[src/rtl/core/awps_pkg.sv]
// ----------------------------------------------------------------------------
// awps_pkg
// shared constants, types and codes for the aligned wildcard pattern scan
// ----------------------------------------------------------------------------
`timescale 1ns / 1ps

package awps_pkg;

  // sizing
  localparam int MAX_PATTERN = 64;
  localparam int STRIDE      = 4;
  localparam int ADDR_BITS   = 32;

  localparam int PAT_AW = (MAX_PATTERN > 1) ? $clog2(MAX_PATTERN) : 1;
  localparam int LEN_W  = $clog2(MAX_PATTERN + 1);
  localparam int SMW    = (STRIDE > 1) ? $clog2(STRIDE) : 1;
  localparam int IDX_W  = 32;

  localparam logic [SMW-1:0]   STRIDE_TOP = SMW'(STRIDE - 1);
  localparam logic [LEN_W-1:0] LEN_MAX    = LEN_W'(MAX_PATTERN);
  localparam logic [IDX_W-1:0] IDX_LIMIT  = (ADDR_BITS >= 32) ? 32'hFFFF_FFFF :
                                            32'((64'd1 << ADDR_BITS) - 64'd1);

  localparam logic [7:0] WILDCARD_BYTE = 8'h2A;

  // opcode values
  localparam logic OP_PATTERN = 1'b0;
  localparam logic OP_REGION  = 1'b1;

  // payload widths on the streams
  localparam int IN_TDATA_W  = 8;
  localparam int OUT_TDATA_W = 40;

  // control handed to every cell of the row
  typedef struct packed {
    logic win_shift;   // move the region byte window one cell along
    logic pat_shift;   // move the aligned pattern one cell along
    logic mask_clr;    // drop all pattern masks before a rebuild
  } cell_ctl_t;

endpackage

[src/rtl/core/awps_ram.sv]
// ----------------------------------------------------------------------------
// awps_ram
// generic single write, single read ram with registered read data
// ----------------------------------------------------------------------------
`timescale 1ns / 1ps

module awps_ram #(
  parameter int WIDTH = 8,
  parameter int DEPTH = 64
) (
  input  logic                             clk,
  input  logic                             we,
  input  logic [$clog2(DEPTH > 1 ? DEPTH : 2)-1:0] waddr,
  input  logic [WIDTH-1:0]                 wdata,
  input  logic                             re,
  input  logic [$clog2(DEPTH > 1 ? DEPTH : 2)-1:0] raddr,
  output logic [WIDTH-1:0]                 rdata
);

  logic [WIDTH-1:0] mem [DEPTH];
  logic [WIDTH-1:0] rdata_r;

  always_ff @(posedge clk) begin
    if (we) begin
      mem[waddr] <= wdata;
    end
    if (re) begin
      rdata_r <= mem[raddr];
    end
  end

  assign rdata = rdata_r;

endmodule

[src/rtl/core/awps_cell.sv]
// ----------------------------------------------------------------------------
// awps_cell
// one cell of the scan row: a window byte, an aligned pattern byte and its mask
// ----------------------------------------------------------------------------
`timescale 1ns / 1ps

module awps_cell (
  input  logic                clk,
  input  logic                rst_n,
  input  awps_pkg::cell_ctl_t ctl,
  input  logic [7:0]          win_i,
  input  logic [7:0]          pat_i,
  input  logic                mask_i,
  output logic [7:0]          win_o,
  output logic [7:0]          pat_o,
  output logic                mask_o,
  output logic                hit_o
);
  import awps_pkg::*;

  logic [7:0] win_r;
  logic [7:0] pat_r;
  logic       mask_r;

  // payload bytes, no reset needed
  always_ff @(posedge clk) begin
    if (ctl.win_shift) begin
      win_r <= win_i;
    end
    if (ctl.pat_shift) begin
      pat_r <= pat_i;
    end
  end

  always_ff @(posedge clk) begin
    if (!rst_n) begin
      mask_r <= 1'b0;
    end else if (ctl.mask_clr) begin
      mask_r <= 1'b0;
    end else if (ctl.pat_shift) begin
      mask_r <= mask_i;
    end
  end

  // unused position, wildcard or equal byte
  assign hit_o  = !mask_r || (pat_r == WILDCARD_BYTE) || (pat_r == win_r);
  assign win_o  = win_r;
  assign pat_o  = pat_r;
  assign mask_o = mask_r;

endmodule

[src/rtl/core/aligned_wildcard_pattern_scan.sv]
// ----------------------------------------------------------------------------
// aligned_wildcard_pattern_scan
// finds the first stride-aligned start of a wildcard byte pattern in a region
// ----------------------------------------------------------------------------
//
// channel  | direction | contents
// ---------+-----------+------------------------------------------------------
// in_      | slave     | tuser opcode, tdata data_byte, tlast last
// out_     | master    | tdata found (bit 0), match_offset (bits 32:1)
//
// region bytes stream at one byte a cycle while the input is not stalled
// a pattern byte needs no further work, unless it ends a pattern or overwrites a
// byte of the active pattern; then the pattern ram is walked once to realign
// the cell row, and the next transfer waits until the walk is done
// synchronous active-low reset; no clearing pass, the pattern ram needs none
// input stalls while the row is realigned and while a result waits unread
//
// the row holds the last MAX_PATTERN region bytes (cell k = k+1 bytes back)
// beside the pattern stored reversed, so cell k always faces the pattern byte
// that lines up with it for the start position tested by the current byte
// ----------------------------------------------------------------------------
`timescale 1ns / 1ps

module aligned_wildcard_pattern_scan (
  input  logic                             clk,
  input  logic                             rst_n,
  // input stream
  input  logic                             in_tvalid,
  output logic                             in_tready,
  input  logic [awps_pkg::IN_TDATA_W-1:0]  in_tdata,   // data_byte
  input  logic                             in_tuser,   // opcode
  input  logic                             in_tlast,   // last
  // result stream
  output logic                             out_tvalid,
  input  logic                             out_tready,
  output logic [awps_pkg::OUT_TDATA_W-1:0] out_tdata   // found, match_offset, zero fill
);
  import awps_pkg::*;

  localparam logic ST_IDLE    = 1'b0;
  localparam logic ST_REBUILD = 1'b1;

  logic state_r, state_nxt;

  // pattern bookkeeping
  logic [LEN_W-1:0] fill_r, fill_nxt;
  logic [LEN_W-1:0] len_r, len_nxt;
  logic [SMW-1:0]   lmod_r, lmod_nxt;    // pattern length mod stride

  // realign walk over the pattern ram
  logic [LEN_W-1:0] rb_cnt_r, rb_cnt_nxt;
  logic             rd_vld_r, rd_vld_nxt;

  // region state
  logic [IDX_W-1:0] idx_r, idx_nxt;
  logic [SMW-1:0]   bmod_r, bmod_nxt;    // byte index mod stride
  logic             seen_r, seen_nxt;
  logic [IDX_W-1:0] first_r, first_nxt;

  // result register
  logic             out_vld_r, out_vld_nxt;
  logic             out_found_r, out_found_nxt;
  logic [IDX_W-1:0] out_off_r, out_off_nxt;

  logic             acc, acc_pat, acc_reg;
  logic             pat_we, rb_re;
  logic [7:0]       rd_data;
  logic [LEN_W-1:0] fill_inc;
  logic             in_range, test_hit, all_hit;
  logic [IDX_W-1:0] start_pos;
  cell_ctl_t        ctl;

  logic [7:0]       win_chain  [MAX_PATTERN+1];
  logic [7:0]       pat_chain  [MAX_PATTERN+1];
  logic             mask_chain [MAX_PATTERN+1];
  logic [MAX_PATTERN-1:0] hit_vec;
  logic [MAX_PATTERN-1:0] mask_vec;

  assign in_tready = (state_r == ST_IDLE) && (!out_vld_r || out_tready);
  assign acc       = in_tvalid && in_tready;
  assign acc_pat   = acc && (in_tuser == OP_PATTERN);
  assign acc_reg   = acc && (in_tuser == OP_REGION);

  // pattern ram: written by pattern transfers, read by the realign walk
  assign pat_we   = acc_pat && (fill_r < LEN_MAX);
  assign rb_re    = (state_r == ST_REBUILD) && (rb_cnt_r < len_r);
  assign fill_inc = fill_r + LEN_W'(1);

  awps_ram #(
    .WIDTH (8),
    .DEPTH (MAX_PATTERN)
  ) u_pat_ram (
    .clk   (clk),
    .we    (pat_we),
    .waddr (fill_r[PAT_AW-1:0]),
    .wdata (in_tdata[7:0]),
    .re    (rb_re),
    .raddr (rb_cnt_r[PAT_AW-1:0]),
    .rdata (rd_data)
  );

  // cell row
  assign in_range      = (idx_r < IDX_LIMIT);
  assign ctl.win_shift = acc_reg && in_range;
  assign ctl.pat_shift = rd_vld_r;
  assign ctl.mask_clr  = 1'b0;

  assign win_chain[0]  = in_tdata[7:0];
  assign pat_chain[0]  = rd_data;
  assign mask_chain[0] = 1'b1;

  cell_ctl_t ctl_row;
  always_comb begin
    ctl_row          = ctl;
    ctl_row.mask_clr = (state_r == ST_IDLE) && (state_nxt == ST_REBUILD);
  end

  for (genvar k = 0; k < MAX_PATTERN; k++) begin : g_cell
    awps_cell u_cell (
      .clk    (clk),
      .rst_n  (rst_n),
      .ctl    (ctl_row),
      .win_i  (win_chain[k]),
      .pat_i  (pat_chain[k]),
      .mask_i (mask_chain[k]),
      .win_o  (win_chain[k+1]),
      .pat_o  (pat_chain[k+1]),
      .mask_o (mask_chain[k+1]),
      .hit_o  (hit_vec[k])
    );
    assign mask_vec[k] = mask_chain[k+1];
  end

  assign all_hit   = &hit_vec;
  assign start_pos = idx_r - IDX_W'(len_r);
  // start tested by this byte: aligned, fully inside the region, not yet found
  assign test_hit  = in_range && !seen_r && (idx_r >= IDX_W'(len_r)) &&
                     (bmod_r == lmod_r) && all_hit;

  always_comb begin
    state_nxt     = state_r;
    fill_nxt      = fill_r;
    len_nxt       = len_r;
    lmod_nxt      = lmod_r;
    rb_cnt_nxt    = rb_cnt_r;
    rd_vld_nxt    = 1'b0;
    idx_nxt       = idx_r;
    bmod_nxt      = bmod_r;
    seen_nxt      = seen_r;
    first_nxt     = first_r;
    out_vld_nxt   = out_vld_r && !out_tready;
    out_found_nxt = out_found_r;
    out_off_nxt   = out_off_r;

    unique case (state_r)
      ST_IDLE: begin
        if (acc_pat) begin
          if (fill_r < LEN_MAX) begin
            fill_nxt = fill_inc;
          end
          if (in_tlast) begin
            len_nxt   = (fill_r < LEN_MAX) ? fill_inc : fill_r;
            fill_nxt  = '0;
            state_nxt = ST_REBUILD;
          end else if ((fill_r < LEN_MAX) && (fill_r < len_r)) begin
            // active pattern byte overwritten
            state_nxt = ST_REBUILD;
          end
          // a realign recounts the length phase from the start
          if (state_nxt == ST_REBUILD) begin
            rb_cnt_nxt = '0;
            lmod_nxt   = '0;
          end
        end
        if (acc_reg) begin
          if (in_range) begin
            if (test_hit) begin
              seen_nxt  = 1'b1;
              first_nxt = start_pos;
            end
            idx_nxt  = idx_r + IDX_W'(1);
            bmod_nxt = (bmod_r == STRIDE_TOP) ? '0 : bmod_r + SMW'(1);
          end
          if (in_tlast) begin
            out_vld_nxt   = 1'b1;
            out_found_nxt = seen_r || test_hit;
            out_off_nxt   = seen_r ? first_r : (test_hit ? start_pos : '0);
            idx_nxt       = '0;
            bmod_nxt      = '0;
            seen_nxt      = 1'b0;
            first_nxt     = '0;
          end
        end
      end
      ST_REBUILD: begin
        if (rb_re) begin
          rb_cnt_nxt = rb_cnt_r + LEN_W'(1);
          rd_vld_nxt = 1'b1;
        end
        if (rd_vld_r) begin
          lmod_nxt = (lmod_r == STRIDE_TOP) ? '0 : lmod_r + SMW'(1);
        end
        if ((rb_cnt_r == len_r) && !rd_vld_r) begin
          state_nxt = ST_IDLE;
        end
      end
      default: state_nxt = ST_IDLE;
    endcase
  end

  always_ff @(posedge clk) begin
    if (!rst_n) begin
      state_r   <= ST_IDLE;
      fill_r    <= '0;
      len_r     <= '0;
      lmod_r    <= '0;
      rb_cnt_r  <= '0;
      rd_vld_r  <= 1'b0;
      idx_r     <= '0;
      bmod_r    <= '0;
      seen_r    <= 1'b0;
      first_r   <= '0;
      out_vld_r <= 1'b0;
    end else begin
      state_r   <= state_nxt;
      fill_r    <= fill_nxt;
      len_r     <= len_nxt;
      lmod_r    <= lmod_nxt;
      rb_cnt_r  <= rb_cnt_nxt;
      rd_vld_r  <= rd_vld_nxt;
      idx_r     <= idx_nxt;
      bmod_r    <= bmod_nxt;
      seen_r    <= seen_nxt;
      first_r   <= first_nxt;
      out_vld_r <= out_vld_nxt;
    end
  end

  // result payload
  always_ff @(posedge clk) begin
    out_found_r <= out_found_nxt;
    out_off_r   <= out_off_nxt;
  end

  assign out_tvalid = out_vld_r;
  assign out_tdata  = {{(OUT_TDATA_W - IDX_W - 1){1'b0}}, out_off_r, out_found_r};

  // assertions

  // no transfer is taken while the row is being realigned
  a_no_accept_in_rebuild: assert property (@(posedge clk) disable iff (!rst_n)
    (state_r == ST_REBUILD) |-> !in_tready)
    else $error("input accepted during realign");

  // a finished realign leaves exactly pattern-length masks set
  a_mask_matches_len: assert property (@(posedge clk) disable iff (!rst_n)
    ((state_r == ST_IDLE) && $past(state_r == ST_REBUILD)) |->
      ($countones(mask_vec) == int'(len_r)))
    else $error("mask count differs from pattern length");

  // no match means a zero offset
  a_zero_offset: assert property (@(posedge clk) disable iff (!rst_n)
    (out_vld_r && !out_found_r) |-> (out_off_r == '0))
    else $error("offset set without a match");

  // recorded match holds between region transfers
  a_match_hold: assert property (@(posedge clk) disable iff (!rst_n)
    (seen_r && !acc_reg) |=> (seen_r && $stable(first_r)))
    else $error("match record changed without a region transfer");

endmodule
[config.mk]
export PLATFORM = sky130hd
export DESIGN_NAME = aligned_wildcard_pattern_scan
export DESIGN_NICKNAME = d
export VERILOG_FILES = /design/src/rtl/core/awps_pkg.sv /design/src/rtl/core/awps_ram.sv /design/src/rtl/core/awps_cell.sv /design/src/rtl/core/aligned_wildcard_pattern_scan.sv
export SDC_FILE = /design/constraint.sdc
export NUM_CORES = 2
export LEC_CHECK = 0
export BUFFER_PORTS_ARGS = -buffer_cell sky130_fd_sc_hd__buf_2
export CORE_MARGIN = 5
export CORE_UTILIZATION = 55
export CTS_CLUSTER_SIZE = 14
export DETAILED_ROUTE_END_ITERATION = 12
export HOLD_SLACK_MARGIN = 0.08
export PLACE_DENSITY = 0.71
export REMOVE_ABC_BUFFERS = 1
export SETUP_SLACK_MARGIN = 0.4
export SYNTH_ARGS = -nofsm -noshare
export SYNTH_HDL_FRONTEND = slang
export SYNTH_HIERARCHICAL = 1
export SYNTH_SLANG_ARGS = --single-unit
[constraint.sdc]
create_clock -name clk -period 41.1 [get_ports clk]
set_input_delay 10.275 -clock clk [delete_from_list [all_inputs] [get_ports clk]]
set_output_delay 10.275 -clock clk [all_outputs]
set_load 0.05 [all_outputs]
## Yosys cells after proc, flatten, opt, wreduce, memory -nomap -nowiden

Memories as Yosys holds them, arrays and structs flattened. A register that Yosys moved wholly into a read port is not among the register bits.
Cells that the tools add are included.

| storage, ports and cells | value |
|---|---|
| bits in writable memories | 512 |
| output and inout bits | 42 |
| memories | 1 |
| input port bits | 14 |
| logic and storage cells | 618 |
| register bits | 1214 |

| operators by class | value |
|---|---|
| reduce and logical (&&, ||, !) cells | 225 |
| equal/unequal tests | 136 |
| multiplexer cells | 37 |
| bitwise operators | 3 |
| add/subtract/negate cells | 6 |
| order comparisons | 5 |

Memory list:

| name | depth | bits a word | rd ports | clocked after memory_dff | write ports | RTL line | RTL |
|---|---|---|---|---|---|---|---|
| u_pat_ram.mem | 64 | 8 | 1 | 1 | 1 | awps_ram.sv:20 | `logic [WIDTH-1:0] mem [DEPTH];` |

Operator list:

| kind | count |
|---|---|
| 8-bit by 6-bit == test with 1-bit output, second input constant | 64 |
| 8-bit == test | 64 |
| 32-bit 2-to-1 mux | 7 |
| 1-bit logical OR | 130 |
| 1-bit zero test | 68 |
| 64-bit AND reduction | 1 |
| 7-bit 2-to-1 mux | 5 |
| 32-bit by 1-bit adder with 32-bit output, second input constant | 1 |
| 32-bit by 7-bit >= comparator with 1-bit output | 1 |
| 32-bit less-than comparator, second input constant | 1 |
| 32-bit by 7-bit subtractor with 32-bit output | 1 |
| 1-bit logical AND | 15 |
| 1-bit 2-to-1 mux | 15 |
| 3-bit AND reduction | 5 |
| 7-bit by 1-bit adder with 7-bit output, second input constant | 2 |
| 7-bit less-than comparator | 2 |
| 2-bit 2-to-1 mux | 7 |
| 7-bit one-hot mux with 2 select lines | 1 |
| 7-bit == test | 1 |
| 7-bit less-than comparator, second input constant | 1 |
| 2-bit by 1-bit != test with 1-bit output, second input constant | 3 |
| 2-bit by 1-bit adder with 2-bit output, second input constant | 2 |
| 2-bit == test, second input constant | 2 |
| 2-bit one-hot mux with 2 select lines | 1 |
| 8 further kinds | 12 |

## Logic depth before layout (Yosys ltp)

| logic depth | value |
|---|---|
| depth after elaboration | 11 |
| depth in mapped cells | 12 |
| depth with buffers taken out | 11 |

## Modules after synthesis

Netlist, hierarchy kept.

Modules (own cells, without submodules):

| module | times used | cells each | area an instance (sq um) | seq. area each (sq um) |
|---|---|---|---|---|
| awps_cell | 64 | 33 | 644.4 | 500.5 |
| awps_ram | 1 | 955 | 20236.9 | 15615.0 |
| aligned_wildcard_pattern_scan | 1 | 759 | 6732.7 | 2852.7 |

## Least setup slack after synthesis

Ideal clock, no wire load.

| path | value |
|---|---|
| path type | input -> register |
| from | in out_tready |
| to | reg g_cell[0].u_cell.win_r[0], enable pin |
| cell stages on the path | 3 |
| data arrival time | 31757 ps |
| library setup time | 1402 ps |
| buffers on the path | 0 |
| slack | 7941 ps |
| data required time | 39698 ps |
| cells stage by stage | nand2b_1 -> nand4b_1 -> nor2_1 |

RTL lines:

| element | RTL line | RTL |
|---|---|---|
| start: declaration | aligned_wildcard_pattern_scan.sv:35 | `input logic out_tready,` |
| end signal: assignment | awps_cell.sv:28 | `win_r <= win_i;` |
| end: declaration | awps_cell.sv:21 | `logic [7:0] win_r;` |

## Final worst setup path

| path | value |
|---|---|
| from | in out_tready |
| to | out in_tready |

| between the ends | value |
|---|---|
| cells in the longest elaborated chain, start to end | 2 |

RTL lines:

| element | RTL line | RTL |
|---|---|---|
| 1-bit logical OR | aligned_wildcard_pattern_scan.sv:79 | `assign in_tready = (state_r == ST_IDLE) && (!out_vld_r \|\| out_tready);` |
| 1-bit logical AND | aligned_wildcard_pattern_scan.sv:79 |  |
| end: declaration | aligned_wildcard_pattern_scan.sv:29 | `output logic in_tready,` |

Every way passes these cells.

==> results_dict.tcl <==
set metrics [dict create \
    status "finished, final reports clean" \
    syn_area_um2 68200 \
    seqPwrFrac_pct 54.6 \
    hold_viol 0 \
    final_common_cell "edfxtp_1" \
    clock_skew_ns 0.0346 \
    arrival_ns 10.81 \
    critPathTopFamily "buffers and inverters" \
    async_reset_ff_share_pct 0 \
    dp_hpwl_um 83300 \
    die-area_um2 131000 \
    dp.cells 5445 \
    crit_path_start "out_tready" \
    grt_overflow 0 \
    critPathKind "in -> out" \
    clk_latency_ns 0.78 \
    critPathMaxFanout 2 \
    cts_tree "done" \
    viasPerCell 5.88 \
    r2r_cells 8 \
    wl_per_cell_um 22.8 \
    tns_ns 0 \
    io_pins 56 \
    first_pass_iters 7 \
    yosysWarnings 6 \
    crit_chain "buf_2, nor2b_1, nor2_1, buf_2" \
    most-common-layout-cells "edfxtp_1 (1577), xnor2_1 (554), nand4_1 (179)" \
    syn_inst 3826 \
    switchingPower_uw 762 \
    slew_violations 0 \
    drive_gt1_share_pct 15.8 \
    grt_pass1_wl_um 203000 \
    internal_power_uw 2900 \
    ys_types 82 \
    min_period_ns 21.09 \
    cp.required_ns 30.83 \
    cts_buffers 171 \
    postCtsSetupBuffers 0 \
    cts_buffer_depth 3 \
    die_width_um 362 \
    cp_slowest_cell "buf_2" \
    power_frac_comb_pct 3.7 \
    routed_wirelength_um 131000 \
    r2r_start "idx_r[1]" \
    ant_nets 0 \
    crit_path_end_kind "output pin" \
    clk_pin_slew_ns 0.06 \
    period_share_pct 51.3 \
    hold_class "reg -> reg" \
    holdBufCountCts 0 \
    yosys_register_bits 1734 \
    cpPeakStageDelay_ns 0.22 \
    synth.area.top_cells "edfxtp_1 (69%), xnor2_1 (7.1%), dfxtp_1 (4.6%)" \
    synth.largest_area_cell "edfxtp_1" \
    numPortBuffers 48 \
    final_net_count 4021 \
    grt_pass1_vias 34200 \
    ir_worst_vdd_mv 0.0421 \
    power.share.clock_pct 41.7 \
    multi_input_area_um2 17100 \
    seqCellArea_um2 50500 \
    rows 129 \
    powerDensity_nw_per_um2 48.4 \
    synth-seq-area-share_pct 74.0 \
    relSlewSlack_pct 16.0 \
    reg2reg_to "g_cell[4].u_cell/win_o[4]" \
    crit_buf_inv 2 \
    avgSynthCellArea_um2 17.8 \
    critical_path_depth 4 \
    core-area_um2 123000 \
    cp-start-kind "primary input" \
    rsz0062_at_grt "false" \
    tightest_slew_ns 1.26 \
    vias 33900 \
    drc_errors 0 \
    nFillCells 8782 \
    grt_max_degree 93 \
    synth_top_area_share_pct 69.4 \
    start_util_pct 55.2 \
    drtIter0Drc 2922 \
    worst-r2r-setup-slack_ns 36.02 \
    die_height_um 362 \
    synth_edf_count 1577 \
    htree_levels 4 \
    swShare_pct 20.8 \
    maxCapViolations 0 \
    post_cts_resize_count 0 \
    cp_common_cell "buf_2" \
    instances_no_fill 5764 \
    crit_path_end "in_tready" \
    grt.total_usage_pct 19.9 \
    cts_root_buf "clkbuf_16" \
    setup_violations 0 \
    p_leak_uw 0.0229 \
    antenna_cells_inserted 0 \
    syn_to_final_growth_pct 11.0 \
    antenna_found_initial 0 \
    cts_sinks 1734 \
    gp_congestion 0.815 \
    synth_ff_type "edfxtp_1" \
    max_freq_mhz 47.4 \
]
[power groups by stage]
stage / Clock (uW) / Sequential [uW] / Combinational (uW)
3_3_place_gp: 0 / 2040 / 136
5_1_grt: 1640 / 2000 / 149
6_report: 1530 / 2000 / 137
4_1_cts: 1560 / 2000 / 139
2_1_floorplan: 0 / 2070 / 87.8
3_5_place_dp: 0 / 2040 / 138
[sequential cells by signal, indices dropped and copies added (netlist names)]
name / cells
bmod_r: 2
fill_r: 7
first_r: 32
g_cell.u_cell/mask_o: 64
g_cell.u_cell/pat_o: 512
g_cell.u_cell/win_o: 512
idx_r: 32
len_r: 7
lmod_r: 2
out_found_r: 1
out_off_r: 32
out_tvalid: 1
rb_cnt_r: 7
rd_vld_r: 1
seen_r: 1
state_r: 1
u_pat_ram/mem: 512
u_pat_ram/rdata: 8
[layout make-up]
cell class                 instances  share of cell area (%)
clock buffer                     239                    6.26
clock inverter                    80                    1.06
inverter                          22                   0.109
multi-input combinational       1969                    22.5
sequential                      1734                    66.7
tap                             1637                    2.70
timing repair buffer              83                   0.664
[cells by family after synthesis]
kind of cell,after synthesis,share of synthesized area [%]
AND/OR/NAND/NOR,861,8.32
adder cells (fa/ha/maj),26,0.488
XOR/XNOR,578,7.42
flip-flops,1734,74.0
multiplexers,208,5.29
other,2,0.0110
AO/OA/AOI/OAI,288,3.42
buffers and inverters,129,1.01
[Yosys cell counts (4+ instances only)]
cell type	n
buf_4	11
and4bb_2	64
nor2_1	149
nand2b_1	10
o22ai_1	14
dfxtp_1	157
buf_2	22
o211ai_2	64
or3_1	15
edfxtp_1	1577
a22o_1	4
nor3_1	40
nand3_1	43
a21oi_1	25
o221ai_1	10
and3_1	12
xnor2_1	554
nor3b_1	66
nand3b_1	7
nand4_1	179
nor4_1	20
o2bb2ai_1	15
a22oi_1	8
buf_1	4
mux2i_1	84
buf_6	14
a21o_1	16
o21ai_1	4
nor4b_2	64
or4_1	4
clkbuf_1	54
a211oi_1	11
and4_1	5
o21ai_0	55
nand4b_1	5
mux4_2	118
a221oi_1	6
nand2_1	143
inv_1	21
o31ai_1	15
ha_1	25
nor2b_1	18
a31oi_1	12
xor2_1	24
[metal layers]
layer	vias to the layer above	share of wire [%]	GRT usage, %
met5	-	0	0
met4	0	2.4	5.45
met3	212	5.1	3.26
met2	924	49	32.8
met1	17400	43	28.1
li1	15400	-	-
[how the worst min path moves through the flow]
stage | start | endpoint | slack (ns) | depth (start not counted)
CTS | u_pat_ram/rdata[0] | g_cell[0].u_cell/pat_o[0] | 0.42 | 0
floorplan | u_pat_ram/rdata[0] | g_cell[0].u_cell/pat_o[0] | 0.40 | 0
global placement | u_pat_ram/rdata[6] | g_cell[0].u_cell/pat_o[6] | 0.41 | 0
detailed placement | u_pat_ram/rdata[0] | g_cell[0].u_cell/pat_o[0] | 0.40 | 0
finish | u_pat_ram/rdata[0] | g_cell[0].u_cell/pat_o[0] | 0.42 | 0
global route | u_pat_ram/rdata[1] | g_cell[0].u_cell/pat_o[1] | 0.43 | 0
[per-stage QoR]
stage | utilization, % | instance area, um2 | hold slack [ns] | setup slack [ns] | power (uW)
global route | 61.3 | 75700 | 0.427 | 19.97 | 3790
detailed placement | 56.9 | 70200 | 0.405 | 20.02 | 2170
CTS | 61.3 | 75700 | 0.417 | 20.01 | 3700
global placement | 56.9 | 70200 | 0.407 | 19.97 | 2170
finish | 61.3 | 75700 | 0.420 | 20.01 | 3660
floorplan | - | 67600 | 0.400 | 7.94 | 2160
Power figures use the tool's default switching activity.
